<file path="config.mk">
export PLATFORM = sky130hd
export DESIGN_NAME = pixel_tone_adjust_unit
export DESIGN_NICKNAME = d
export VERILOG_FILES = /design/src/sv/pta_pkg.sv /design/src/sv/pta_divider.sv /design/src/sv/pta_regs.sv /design/src/sv/pta_pipe.sv /design/src/sv/pixel_tone_adjust_unit.sv
export SDC_FILE = /design/constraint.sdc
export NUM_CORES = 2
export LEC_CHECK = 0
export ABC_CLOCK_PERIOD_IN_PS = 24100
export BUFFER_PORTS_ARGS = -buffer_cell sky130_fd_sc_hd__buf_2
export CORE_UTILIZATION = 50
export DETAILED_ROUTE_END_ITERATION = 10
export GPL_ROUTABILITY_DRIVEN = 0
export PLACE_DENSITY = 0.66
export SYNTH_ARGS = -nofsm -noshare
export SYNTH_HDL_FRONTEND = slang
export SYNTH_HIERARCHICAL = 1
export SYNTH_SLANG_ARGS = --single-unit
</file>
<file path="constraint.sdc">
create_clock -name clk_i -period 24.1 [get_ports clk_i]
set_input_delay 3.615 -clock clk_i [delete_from_list [all_inputs] [get_ports clk_i]]
set_output_delay 3.615 -clock clk_i [all_outputs]
set_load 0.05 [all_outputs]
</file>
<file path="src/sv/pta_pkg.sv">
// pta_pkg: shared constants, codes and payload types of the pixel tone adjust unit
// no dependencies; every other file of the block imports it
package pta_pkg;

  // fixed-point format of the gain factors: unsigned Q3.FRACTION_BITS
  localparam int unsigned FRACTION_BITS = 16;
  localparam int unsigned KW            = FRACTION_BITS + 3;

  // contrast divider widths: divisor up to 255*387, dividend up to 259*382 << F plus rounding
  localparam int unsigned DW   = 17;
  localparam int unsigned NW   = DW + FRACTION_BITS;
  localparam int unsigned CNTW = $clog2(NW + 1);

  // percent gain without a divider: 2^F = PCT_Q*100 + PCT_R, the remainder part
  // (PCT_R*n + 50) / 100 by reciprocal multiply, exact for every n up to 227
  localparam int unsigned PCT_Q     = (1 << FRACTION_BITS) / 100;
  localparam int unsigned PCT_R     = (1 << FRACTION_BITS) % 100;
  localparam int unsigned PCT_SH    = 20;
  localparam int unsigned PCT_RECIP = ((1 << PCT_SH) + 99) / 100;
  localparam int unsigned PCT_RW    = 15;
  localparam int unsigned PCT_PW    = PCT_RW + 14;

  // datapath widths: product, rounded quotient, signed result before the clamp
  localparam int unsigned PW = KW + 8;
  localparam int unsigned QW = PW - FRACTION_BITS + 1;
  localparam int unsigned SW = QW + 2;

  // apb address width: four 32-bit registers
  localparam int unsigned AW = 4;

  localparam logic [KW-1:0] FACTOR_ONE = KW'(1) << FRACTION_BITS;

  typedef enum logic [1:0] {
    MODE_BRIGHT   = 2'd0,
    MODE_CONTRAST = 2'd1,
    MODE_SAT      = 2'd2,
    MODE_INVERT   = 2'd3
  } mode_e;

  typedef enum logic [1:0] {
    REG_MODE     = 2'd0,
    REG_BRIGHT   = 2'd1,
    REG_CONTRAST = 2'd2,
    REG_SAT      = 2'd3
  } reg_idx_e;

  typedef enum logic [1:0] {
    FSEL_BRIGHT   = 2'd0,
    FSEL_CONTRAST = 2'd1,
    FSEL_SAT      = 2'd2
  } fsel_e;

  typedef enum logic {
    CTL_IDLE = 1'b0,
    CTL_WAIT = 1'b1
  } ctl_e;

  typedef struct packed {
    logic [7:0] red_in;
    logic [7:0] green_in;
    logic [7:0] blue_in;
    logic [7:0] alpha_in;
  } pix_in_t;

  typedef struct packed {
    logic [7:0] red_out;
    logic [7:0] green_out;
    logic [7:0] blue_out;
    logic [7:0] alpha_out;
  } pix_out_t;

  // live configuration seen by the pixel pipeline
  typedef struct packed {
    mode_e         mode;
    logic [KW-1:0] kb;
    logic [KW-1:0] kc;
    logic [KW-1:0] ks;
  } cfg_t;

  typedef struct packed {
    logic          start;
    logic [NW-1:0] num;
    logic [DW-1:0] den;
  } div_req_t;

  typedef struct packed {
    logic          done;
    logic [KW-1:0] quot;
  } div_rsp_t;

endpackage

</file>
<file path="src/sv/pta_divider.sv">
// pta_divider: restoring serial divider, one quotient bit per cycle
// depends on pta_pkg for widths and the request and response structs
module pta_divider
  import pta_pkg::*;
(
  input  logic     clk_i,
  input  logic     rst_ni,
  input  div_req_t req_i,
  output div_rsp_t rsp_o
);

  logic            run_q;
  logic            done_q;
  logic [CNTW-1:0] cnt_q;
  logic [DW-1:0]   rem_q;
  logic [DW-1:0]   rem_d;
  logic [NW-1:0]   quo_q;
  logic [NW-1:0]   quo_d;
  logic [DW-1:0]   den_q;
  logic [DW:0]     trial;
  logic [DW:0]     diff;
  logic            fits;

  // one trial subtraction
  always_comb begin
    trial = {rem_q, quo_q[NW-1]};
    diff  = trial - {1'b0, den_q};
    fits  = (trial >= {1'b0, den_q});
    rem_d = fits ? diff[DW-1:0] : trial[DW-1:0];
    quo_d = {quo_q[NW-2:0], fits};
  end

  // iteration control
  always_ff @(posedge clk_i or negedge rst_ni) begin
    if (!rst_ni) begin
      run_q  <= 1'b0;
      done_q <= 1'b0;
      cnt_q  <= '0;
    end else if (req_i.start) begin
      run_q  <= 1'b1;
      done_q <= 1'b0;
      cnt_q  <= CNTW'(NW);
    end else if (run_q) begin
      cnt_q  <= cnt_q - CNTW'(1);
      run_q  <= (cnt_q != CNTW'(1));
      done_q <= (cnt_q == CNTW'(1));
    end else begin
      done_q <= 1'b0;
    end
  end

  // dividend shifts out as quotient bits shift in
  always_ff @(posedge clk_i) begin
    if (req_i.start) begin
      rem_q <= '0;
      quo_q <= req_i.num;
      den_q <= req_i.den;
    end else if (run_q) begin
      rem_q <= rem_d;
      quo_q <= quo_d;
    end
  end

  assign rsp_o.done = done_q;
  assign rsp_o.quot = quo_q[KW-1:0];

endmodule

</file>
<file path="src/sv/pta_regs.sv">
// pta_regs: apb register file and gain factor refresh control
// depends on pta_pkg; instantiates pta_divider for the contrast factor division
module pta_regs
  import pta_pkg::*;
(
  input  logic          clk_i,
  input  logic          rst_ni,
  input  logic          psel,
  input  logic          penable,
  input  logic          pwrite,
  input  logic [AW-1:0] paddr,
  input  logic [31:0]   pwdata,
  output logic [31:0]   prdata,
  output logic          pready,
  output cfg_t          cfg_o,
  output logic          busy_o
);

  mode_e         mode_q;
  logic [7:0]    bl_q;
  logic [7:0]    cl_q;
  logic [7:0]    sl_q;
  logic [KW-1:0] kb_q;
  logic [KW-1:0] kc_q;
  logic [KW-1:0] ks_q;
  logic [2:0]    pend_q;
  logic [2:0]    pend_d;
  logic [2:0]    pend_set;
  logic [2:0]    pend_clr;
  ctl_e          state_q;
  ctl_e          state_d;
  fsel_e         pick_sel;
  logic          pct_upd;

  logic          wr_en;
  reg_idx_e      wr_idx;

  logic [7:0]          pct_lvl;
  logic signed [8:0]   pct_n;
  logic [7:0]          pct_m;
  logic [PCT_RW-1:0]   pct_rem;
  logic [PCT_PW-1:0]   pct_rdv;
  logic [KW-1:0]       pct_k;
  logic [8:0]          c_off;
  logic [8:0]          c_dif;
  logic [DW-1:0]       c_t;
  logic [DW-1:0]       c_den;
  logic [NW-1:0]       c_num;

  div_req_t div_req;
  div_rsp_t div_rsp;

  assign pready = 1'b1;
  assign wr_en  = psel && penable && pwrite;
  assign wr_idx = reg_idx_e'(paddr[AW-1:2]);

  // read mux
  always_comb begin
    unique case (reg_idx_e'(paddr[AW-1:2]))
      REG_MODE:     prdata = 32'(mode_q);
      REG_BRIGHT:   prdata = 32'(bl_q);
      REG_CONTRAST: prdata = 32'(cl_q);
      REG_SAT:      prdata = 32'(sl_q);
      default:      prdata = '0;
    endcase
  end

  // level writes flag the matching factor for recompute
  always_comb begin
    pend_set = '0;
    if (wr_en) begin
      unique case (wr_idx)
        REG_BRIGHT:   pend_set[FSEL_BRIGHT]   = 1'b1;
        REG_CONTRAST: pend_set[FSEL_CONTRAST] = 1'b1;
        REG_SAT:      pend_set[FSEL_SAT]      = 1'b1;
        default:      pend_set = '0;
      endcase
    end
  end

  // pending factor with lowest index goes first
  always_comb begin
    if (pend_q[FSEL_BRIGHT]) begin
      pick_sel = FSEL_BRIGHT;
    end else if (pend_q[FSEL_CONTRAST]) begin
      pick_sel = FSEL_CONTRAST;
    end else begin
      pick_sel = FSEL_SAT;
    end
  end

  // percent factor: ((100 + level) << F + 50) / 100, zero for non-positive gain
  always_comb begin
    pct_lvl = (pick_sel == FSEL_SAT) ? sl_q : bl_q;
    pct_n   = 9'sd100 + $signed({pct_lvl[7], pct_lvl});
    pct_m   = pct_n[7:0];
    pct_rem = PCT_RW'(PCT_R) * PCT_RW'(pct_m) + PCT_RW'(50);
    pct_rdv = PCT_PW'(pct_rem) * PCT_PW'(PCT_RECIP);
    if (pct_n <= 9'sd0) begin
      pct_k = '0;
    end else begin
      pct_k = KW'(PCT_Q) * KW'(pct_m) + KW'(pct_rdv[PCT_PW-1:PCT_SH]);
    end
  end

  // contrast factor: (259*(c+255) << F + den/2) / (255*(259-c))
  always_comb begin
    c_off = {cl_q[7], cl_q} + 9'd255;
    c_dif = 9'd259 - {cl_q[7], cl_q};
    c_t   = DW'(c_off) * DW'(259);
    c_den = DW'(c_dif) * DW'(255);
    c_num = NW'({c_t, {FRACTION_BITS{1'b0}}}) + NW'(c_den >> 1);
  end

  // percent factors reload straight from the percent formula, contrast goes through the divider
  assign pct_upd = (state_q == CTL_IDLE) && (|pend_q) && (pick_sel != FSEL_CONTRAST);

  // refresh sequencer: next state and divider request
  always_comb begin
    state_d       = state_q;
    pend_clr      = '0;
    div_req.start = 1'b0;
    div_req.num   = c_num;
    div_req.den   = c_den;
    unique case (state_q)
      CTL_IDLE: begin
        if (|pend_q) begin
          pend_clr[pick_sel] = 1'b1;
          if (pick_sel == FSEL_CONTRAST) begin
            div_req.start = 1'b1;
            state_d       = CTL_WAIT;
          end
        end
      end
      CTL_WAIT: begin
        if (div_rsp.done) begin
          state_d = CTL_IDLE;
        end
      end
      default: state_d = CTL_IDLE;
    endcase
    pend_d = (pend_q & ~pend_clr) | pend_set;
  end

  // control registers
  always_ff @(posedge clk_i or negedge rst_ni) begin
    if (!rst_ni) begin
      state_q <= CTL_IDLE;
      pend_q  <= '0;
    end else begin
      state_q <= state_d;
      pend_q  <= pend_d;
    end
  end

  // configuration registers and gain factors
  always_ff @(posedge clk_i or negedge rst_ni) begin
    if (!rst_ni) begin
      mode_q <= MODE_BRIGHT;
      bl_q   <= '0;
      cl_q   <= '0;
      sl_q   <= '0;
      kb_q   <= FACTOR_ONE;
      kc_q   <= FACTOR_ONE;
      ks_q   <= FACTOR_ONE;
    end else begin
      if (wr_en) begin
        unique case (wr_idx)
          REG_MODE:     mode_q <= mode_e'(pwdata[1:0]);
          REG_BRIGHT:   bl_q   <= pwdata[7:0];
          REG_CONTRAST: cl_q   <= pwdata[7:0];
          REG_SAT:      sl_q   <= pwdata[7:0];
          default:      mode_q <= mode_q;
        endcase
      end
      if (pct_upd) begin
        if (pick_sel == FSEL_SAT) begin
          ks_q <= pct_k;
        end else begin
          kb_q <= pct_k;
        end
      end
      if ((state_q == CTL_WAIT) && div_rsp.done) begin
        kc_q <= div_rsp.quot;
      end
    end
  end

  pta_divider u_divider (
    .clk_i  (clk_i),
    .rst_ni (rst_ni),
    .req_i  (div_req),
    .rsp_o  (div_rsp)
  );

  assign cfg_o.mode = mode_q;
  assign cfg_o.kb   = kb_q;
  assign cfg_o.kc   = kc_q;
  assign cfg_o.ks   = ks_q;
  assign busy_o     = (state_q != CTL_IDLE) || (|pend_q);

endmodule

</file>
<file path="src/sv/pta_pipe.sv">
// pta_pipe: five-stage pixel datapath (capture, gray, offset, multiply, round and clamp)
// depends on pta_pkg for the payload structs, configuration struct and widths
module pta_pipe
  import pta_pkg::*;
(
  input  logic     clk_i,
  input  logic     rst_ni,
  input  cfg_t     cfg_i,
  input  logic     hold_i,
  input  logic     in_valid_i,
  output logic     in_ready_o,
  input  pix_in_t  in_data_i,
  output logic     out_valid_o,
  input  logic     out_ready_i,
  output pix_out_t out_data_o
);

  logic v1_q, v2_q, v3_q, v4_q, v5_q;
  logic rdy1, rdy2, rdy3, rdy4, rdy5;
  logic take;

  // stage 1: captured pixel
  logic [2:0][7:0] px1_q;
  logic [7:0]      a1_q;
  // stage 2: pixel and gray
  logic [2:0][7:0] px2_q;
  logic [7:0]      gray2_q;
  logic [7:0]      a2_q;
  // stage 3: magnitude, sign, base, factor
  logic [2:0][7:0] mag3_q;
  logic [2:0]      neg3_q;
  logic [7:0]      base3_q;
  logic [KW-1:0]   k3_q;
  logic [7:0]      a3_q;
  // stage 4: products
  logic [2:0][PW-1:0] prod4_q;
  logic [2:0]         neg4_q;
  logic [7:0]         base4_q;
  logic [7:0]         a4_q;
  // output register
  pix_out_t out_q;

  logic [12:0]            gsum;
  logic [2:0][7:0]        mag_d;
  logic [2:0]             neg_d;
  logic [7:0]             base_d;
  logic [KW-1:0]          k_d;
  logic signed [9:0]      dv;
  logic [9:0]             dabs;
  logic [2:0][PW-1:0]     prod_d;
  logic [PW:0]            rsum;
  logic [QW-1:0]          qm;
  logic signed [SW-1:0]   sv;
  logic [2:0][7:0]        res_d;

  // per-stage ready: a stage moves when it is empty or the next one moves
  assign rdy5       = !v5_q || out_ready_i;
  assign rdy4       = !v4_q || rdy5;
  assign rdy3       = !v3_q || rdy4;
  assign rdy2       = !v2_q || rdy3;
  assign rdy1       = !v1_q || rdy2;
  assign in_ready_o = rdy1 && !hold_i;
  assign take       = in_valid_i && in_ready_o;

  // stage valid bits
  always_ff @(posedge clk_i or negedge rst_ni) begin
    if (!rst_ni) begin
      v1_q <= 1'b0;
      v2_q <= 1'b0;
      v3_q <= 1'b0;
      v4_q <= 1'b0;
      v5_q <= 1'b0;
    end else begin
      if (rdy1) v1_q <= take;
      if (rdy2) v2_q <= v1_q;
      if (rdy3) v3_q <= v2_q;
      if (rdy4) v4_q <= v3_q;
      if (rdy5) v5_q <= v4_q;
    end
  end

  // gray = (11r + 16g + 5b) / 32
  always_comb begin
    gsum = 13'(px1_q[0]) * 13'd11 + 13'(px1_q[1]) * 13'd16 + 13'(px1_q[2]) * 13'd5;
  end

  // offset about the pivot of the selected mode; invert is unit gain on -x about 255
  always_comb begin
    unique case (cfg_i.mode)
      MODE_BRIGHT:   begin base_d = 8'd0;    k_d = cfg_i.kb;   end
      MODE_CONTRAST: begin base_d = 8'd128;  k_d = cfg_i.kc;   end
      MODE_SAT:      begin base_d = gray2_q; k_d = cfg_i.ks;   end
      MODE_INVERT:   begin base_d = 8'd255;  k_d = FACTOR_ONE; end
      default:       begin base_d = 8'd0;    k_d = cfg_i.kb;   end
    endcase
    for (int c = 0; c < 3; c++) begin
      unique case (cfg_i.mode)
        MODE_BRIGHT:   dv = $signed({2'b00, px2_q[c]});
        MODE_CONTRAST: dv = $signed({2'b00, px2_q[c]} - 10'd128);
        MODE_SAT:      dv = $signed({2'b00, px2_q[c]} - {2'b00, gray2_q});
        MODE_INVERT:   dv = $signed(10'd0 - {2'b00, px2_q[c]});
        default:       dv = $signed({2'b00, px2_q[c]});
      endcase
      dabs     = dv[9] ? (10'd0 - 10'(dv)) : 10'(dv);
      neg_d[c] = dv[9];
      mag_d[c] = dabs[7:0];
    end
  end

  // gain multiply, one lane per colour
  always_comb begin
    for (int c = 0; c < 3; c++) begin
      prod_d[c] = PW'(k3_q) * PW'(mag3_q[c]);
    end
  end

  // floor of the signed product, add base, clamp to 0..255
  always_comb begin
    for (int c = 0; c < 3; c++) begin
      rsum = {1'b0, prod4_q[c]} + (neg4_q[c] ? (PW + 1)'(FACTOR_ONE - KW'(1)) : '0);
      qm   = rsum[PW:FRACTION_BITS];
      if (neg4_q[c]) begin
        sv = $signed(SW'(base4_q) - SW'(qm));
      end else begin
        sv = $signed(SW'(base4_q) + SW'(qm));
      end
      if (sv[SW-1]) begin
        res_d[c] = 8'd0;
      end else if (|sv[SW-2:8]) begin
        res_d[c] = 8'd255;
      end else begin
        res_d[c] = sv[7:0];
      end
    end
  end

  // stage payload registers
  always_ff @(posedge clk_i) begin
    if (rdy1 && take) begin
      px1_q <= {in_data_i.blue_in, in_data_i.green_in, in_data_i.red_in};
      a1_q  <= in_data_i.alpha_in;
    end
    if (rdy2 && v1_q) begin
      px2_q   <= px1_q;
      gray2_q <= gsum[12:5];
      a2_q    <= a1_q;
    end
    if (rdy3 && v2_q) begin
      mag3_q  <= mag_d;
      neg3_q  <= neg_d;
      base3_q <= base_d;
      k3_q    <= k_d;
      a3_q    <= a2_q;
    end
    if (rdy4 && v3_q) begin
      prod4_q <= prod_d;
      neg4_q  <= neg3_q;
      base4_q <= base3_q;
      a4_q    <= a3_q;
    end
    if (rdy5 && v4_q) begin
      out_q.red_out   <= res_d[0];
      out_q.green_out <= res_d[1];
      out_q.blue_out  <= res_d[2];
      out_q.alpha_out <= a4_q;
    end
  end

  assign out_valid_o = v5_q;
  assign out_data_o  = out_q;

endmodule

</file>
<file path="src/sv/pixel_tone_adjust_unit.sv">
// pixel tone adjust unit: a pixel goes through the capture, gray, offset, multiply and output
// registers. throughput is one pixel per clock unless back pressure or a factor refresh holds the
// input; every stage holds its own valid bit, so bubbles fill while a result waits at the output
// register. a brightness or saturation write holds in_ready_o low while that factor reloads;
// a contrast write holds it low while the serial divider makes 33 quotient bits.
// reset clears the pipeline and registers; the gain factors come up at 1.0.
module pixel_tone_adjust_unit
  import pta_pkg::*;
(
  input  logic          clk_i,
  input  logic          rst_ni,
  input  logic          in_valid_i,
  output logic          in_ready_o,
  input  pix_in_t       in_data_i,
  output logic          out_valid_o,
  input  logic          out_ready_i,
  output pix_out_t      out_data_o,
  input  logic          psel,
  input  logic          penable,
  input  logic          pwrite,
  input  logic [AW-1:0] paddr,
  input  logic [31:0]   pwdata,
  output logic [31:0]   prdata,
  output logic          pready
);

  cfg_t cfg;
  logic busy;

  // registers and factor refresh
  pta_regs u_regs (
    .clk_i   (clk_i),
    .rst_ni  (rst_ni),
    .psel    (psel),
    .penable (penable),
    .pwrite  (pwrite),
    .paddr   (paddr),
    .pwdata  (pwdata),
    .prdata  (prdata),
    .pready  (pready),
    .cfg_o   (cfg),
    .busy_o  (busy)
  );

  // pixel datapath
  pta_pipe u_pipe (
    .clk_i       (clk_i),
    .rst_ni      (rst_ni),
    .cfg_i       (cfg),
    .hold_i      (busy),
    .in_valid_i  (in_valid_i),
    .in_ready_o  (in_ready_o),
    .in_data_i   (in_data_i),
    .out_valid_o (out_valid_o),
    .out_ready_i (out_ready_i),
    .out_data_o  (out_data_o)
  );

endmodule

</file>
==> impl_table.tex <==
\begin{tabular}{lr}
\hline
Metric & Value \\
\hline
\multicolumn{2}{l}{\textbf{Floorplanning}} \\
Starting Density & 0.508 \\
Top-level port count & about 140 \\
Area of the core & 92,200 um2 \\
Floorplan die width & 308 um \\
Die Outline Area & 94,900 um2 \\
Number of standard-cell rows in the floorplan & 111 \\
Height of the chip & around 310 um \\
\multicolumn{2}{l}{\textbf{Critical path}} \\
Cell depth of the worst flop-to-flop path & 45 \\
Critical path's most frequent cell & ha\_1 \\
Critical Path RT & 24.60 ns \\
Start-to-end type of the worst setup path & register to register \\
Critical path launch point type & register \\
CP Data Arrival Time & 14.46 ns \\
Crit-path slowest cell & mux2i\_2 \\
Kind of capture point of the worst setup path & register \\
Largest incremental delay on the critical path & 0.81 ns \\
Biggest fanout along the worst timing path & 11 \\
\multicolumn{2}{l}{\textbf{STA}} \\
Max-Slew Margin vs Limit & 0.246 \\
Fin. max-slew vios & 0 \\
RSZ-0062 raised after global routing & false \\
Total negative slack & 0 ns \\
Final count of hold timing violations & 0 \\
Max frequency & 0.0717 GHz \\
Least-Margin Pin Slew & 1.13 ns \\
Clock skew after layout & $\sim$0.050 ns \\
Setup-violating endpoint count in the final report & 0 \\
Final worst path period share & 0.579 \\
Final min period & 13.96 ns \\
\multicolumn{2}{l}{\textbf{Route}} \\
Detailed-route via count & about 32k \\
Number of DRC violations after detailed-routing iteration 0 & 1,627 \\
Vias per cell & 5.30 \\
Detailed-route wire length per cell & approximately 17 um \\
Detailed Route WL & 99.7 mm \\
Number of antenna-violating nets in the routed design & 0 \\
DRC errors left & 0 \\
First-pass DRT Iterations & 5 \\
\multicolumn{2}{l}{\textbf{Final layout}} \\
Layout cell share with drive strength beyond 1 & 0.0732 \\
Filler cell count & 8,369 \\
Area growth, synth to finish & 6.68\% \\
Post-layout nets & between 5k and 6k \\
Antenna fix cells & 0 \\
\multicolumn{2}{l}{\textbf{Global route}} \\
Pin count of the biggest net entering global routing & 75 \\
Wire length of the first global-routing pass & 168 mm \\
Congestion Overflow GR & 0 \\
Number of global-route vias before repair & approximately 34k \\
Number of antenna violations at the first check in global routing & 1 \\
Global-route usage over all layers & 0.218 \\
\multicolumn{2}{l}{\textbf{Clocking}} \\
Buffers inserted during post-CTS setup optimization & 0 \\
Cells resized by post-CTS repair & 0 \\
Clock tree from TritonCTS & done \\
CTS clock-pin slew for the worst setup and hold paths & 0.07 ns \\
Total clock buffers created by CTS & slightly below 50 \\
Clock net sink count & 433 \\
Clock tree buffer depth & 3 \\
\# H-tree levels & 2 \\
Clock root buffer master & clkbuf\_16 \\
Clock latency on the worst-skew pair & 0.67 ns \\
Total of hold buffers inserted after clock tree synthesis & 0 \\
\multicolumn{2}{l}{\textbf{Logic synthesis}} \\
EDFF count, synth & 316 \\
Share of the synthesized area in the top cell type & 0.203 \\
Largest family of logic cells by synthesized area & adder cells \\
Synthesized-area fraction occupied by adder cells & 0.341 \\
Compound-Gate Fraction of Synth Area & 0.106 \\
Share of flip-flops with an asynchronous set or reset after synthesis & 0.231 \\
Post-synthesis share of cell area spent on xor and xnor gates & 0.0479 \\
Dominant cells by area after synthesis & edfxtp\_1, fa\_1, ha\_1 \\
Post-synthesis cell count & 4,726 \\
Share of synthesized area occupied by flip-flops and latches & 0.263 \\
Post-synthesis instance area & 46,800 um2 \\
Multiplexer area fraction after synthesis & 0.0298 \\
Synth Register Bits & 433 \\
Number of different library cells in the post-synthesis netlist & 99 \\
Post-Synth Simple-Gate Area & 0.126 \\
Post-synth top area cell & edfxtp\_1 \\
Number of warnings printed during yosys synthesis & 6 \\
Most used flip-flop cell after synthesis & edfxtp\_1 \\
Per-instance average area after synthesis & approximately 9.9 um2 \\
\multicolumn{2}{l}{\textbf{Place}} \\
Total of buffers placed on input and output ports & 90 \\
Detail Placement HPWL & between 70 and 80 mm \\
\multicolumn{2}{l}{\textbf{Job}} \\
Number of max-cap violations & 0 \\
\multicolumn{2}{l}{\textbf{Worst hold path}} \\
Hold Crit Depth & 0 \\
Class of the tightest hold or removal check & register to register \\
\multicolumn{2}{l}{\textbf{Run status}} \\
Result of the run & finished clean \\
\hline
\end{tabular}
stage by stage:
| stage | cell area, um2 | hold WS (ns) | setup WS (ns) | cells | utilization |
|---|---|---|---|---|---|
| 2_1_floorplan | 46900 | 0.400 | 12.43 | 4749 | - |
| 6_report | 50000 | 0.415 | 10.14 | 6024 | 0.542 |
| 3_5_place_dp | 48300 | 0.405 | 10.21 | 5933 | 0.524 |
| 3_3_place_gp | 48300 | 0.402 | 10.24 | 5933 | 0.524 |
| 5_1_grt | 50000 | 0.417 | 9.17 | 6024 | 0.542 |
| 4_1_cts | 50000 | 0.417 | 10.14 | 6024 | 0.542 |
layer usage:
layer	track usage	wire length [um]
met5	0	0
met4	0.0636	2680
met3	0.0298	3560
met2	0.392	49700
met1	0.270	43700
critical path, delay by kind of cell, from the launching register on:
family | cells | cell delay, ns
multiplexers | 1 | 0.81
adder cells (fa/ha/maj) | 15 | 6.05
AND/OR/NAND/NOR | 5 | 1.54
flip-flops | 1 | 0.56
AO/OA/AOI/OAI | 13 | 2.95
buffers and inverters | 7 | 0.68
XOR/XNOR | 4 | 1.20
flip-flops by register name (all words and copies together), names as in the netlist, 19 cells and up:
register and flops:
u_pipe/prod4_q 81, u_regs/u_divider/quo_q 33, u_pipe/out_data_o 32, u_pipe/mag3_q 24, u_pipe/px1_q 24, u_pipe/px2_q 24
u_pipe/k3_q 19, u_regs/kb_q 19, u_regs/kc_q 19, u_regs/ks_q 19
placed cells by master (no fill, tap or decap), types with 96 or more instances in the layout:
| cell type | instances |
|---|---|
| ha_1 | 541 |
| o21ai_0 | 132 |
| a21oi_1 | 195 |
| edfxtp_1 | 316 |
| xnor2_1 | 161 |
| inv_1 | 816 |
| fa_1 | 460 |
| dfrtp_1 | 96 |
| nor2_1 | 166 |
| nand2_1 | 393 |
| and2_1 | 308 |
final cells by class:
class                           instances  area [um2]  share of cell area
Clock inverter                         29         355             0.00711
Clock buffer                           62        1310              0.0261
Multi-Input combinational cell       3317       30600               0.613
Sequential cell                       433       12300               0.247
Tap cell                             1243        1560              0.0311
Inverter                              817        3070              0.0614
Timing Repair Buffer                  123         701              0.0140
synth_stat cells, drive strengths merged, types with 93 or more instances:
master	count
nor2	167
a21oi	196
and2	310
edfxtp	316
ha	541
o21ai	163
nand2	394
fa	460
inv	816
xnor2	161
xor2	93
clkbuf	121
dfrtp	97
kinds of logic (layout without fill, tap and decap cells):
| family | after synthesis | in the layout |
|---|---|---|
| buffers and inverters | 999 | 1031 |
| AO/OA/AOI/OAI | 734 | 734 |
| multiplexers | 125 | 125 |
| other | 2 | 25 |
| AND/OR/NAND/NOR | 1177 | 1177 |
| XOR/XNOR | 254 | 254 |
| flip-flops | 433 | 433 |
| adder cells (fa/ha/maj) | 1002 | 1002 |
path summary, 6_finish.rpt:
check / start / end / slack [ns]
hold reg to reg: u_pipe/a3_q[1] / u_pipe/a4_q[1] / 0.42
setup reg to reg: u_regs/pend_q[0] / u_regs/ks_q[15] / 10.14
hold / removal: u_pipe/a3_q[1] / u_pipe/a4_q[1] / 0.42
min in group asynchronous: rst_ni / u_regs/u_divider/done_q / 2.94
max in group asynchronous: rst_ni / u_regs/kb_q[1] / 19.91
setup / recovery: u_regs/pend_q[0] / u_regs/ks_q[15] / 10.14
Power is left out: the tool's default activity adds up to more than one toggle a clock period on the data nets, which glitch-free logic cannot reach.
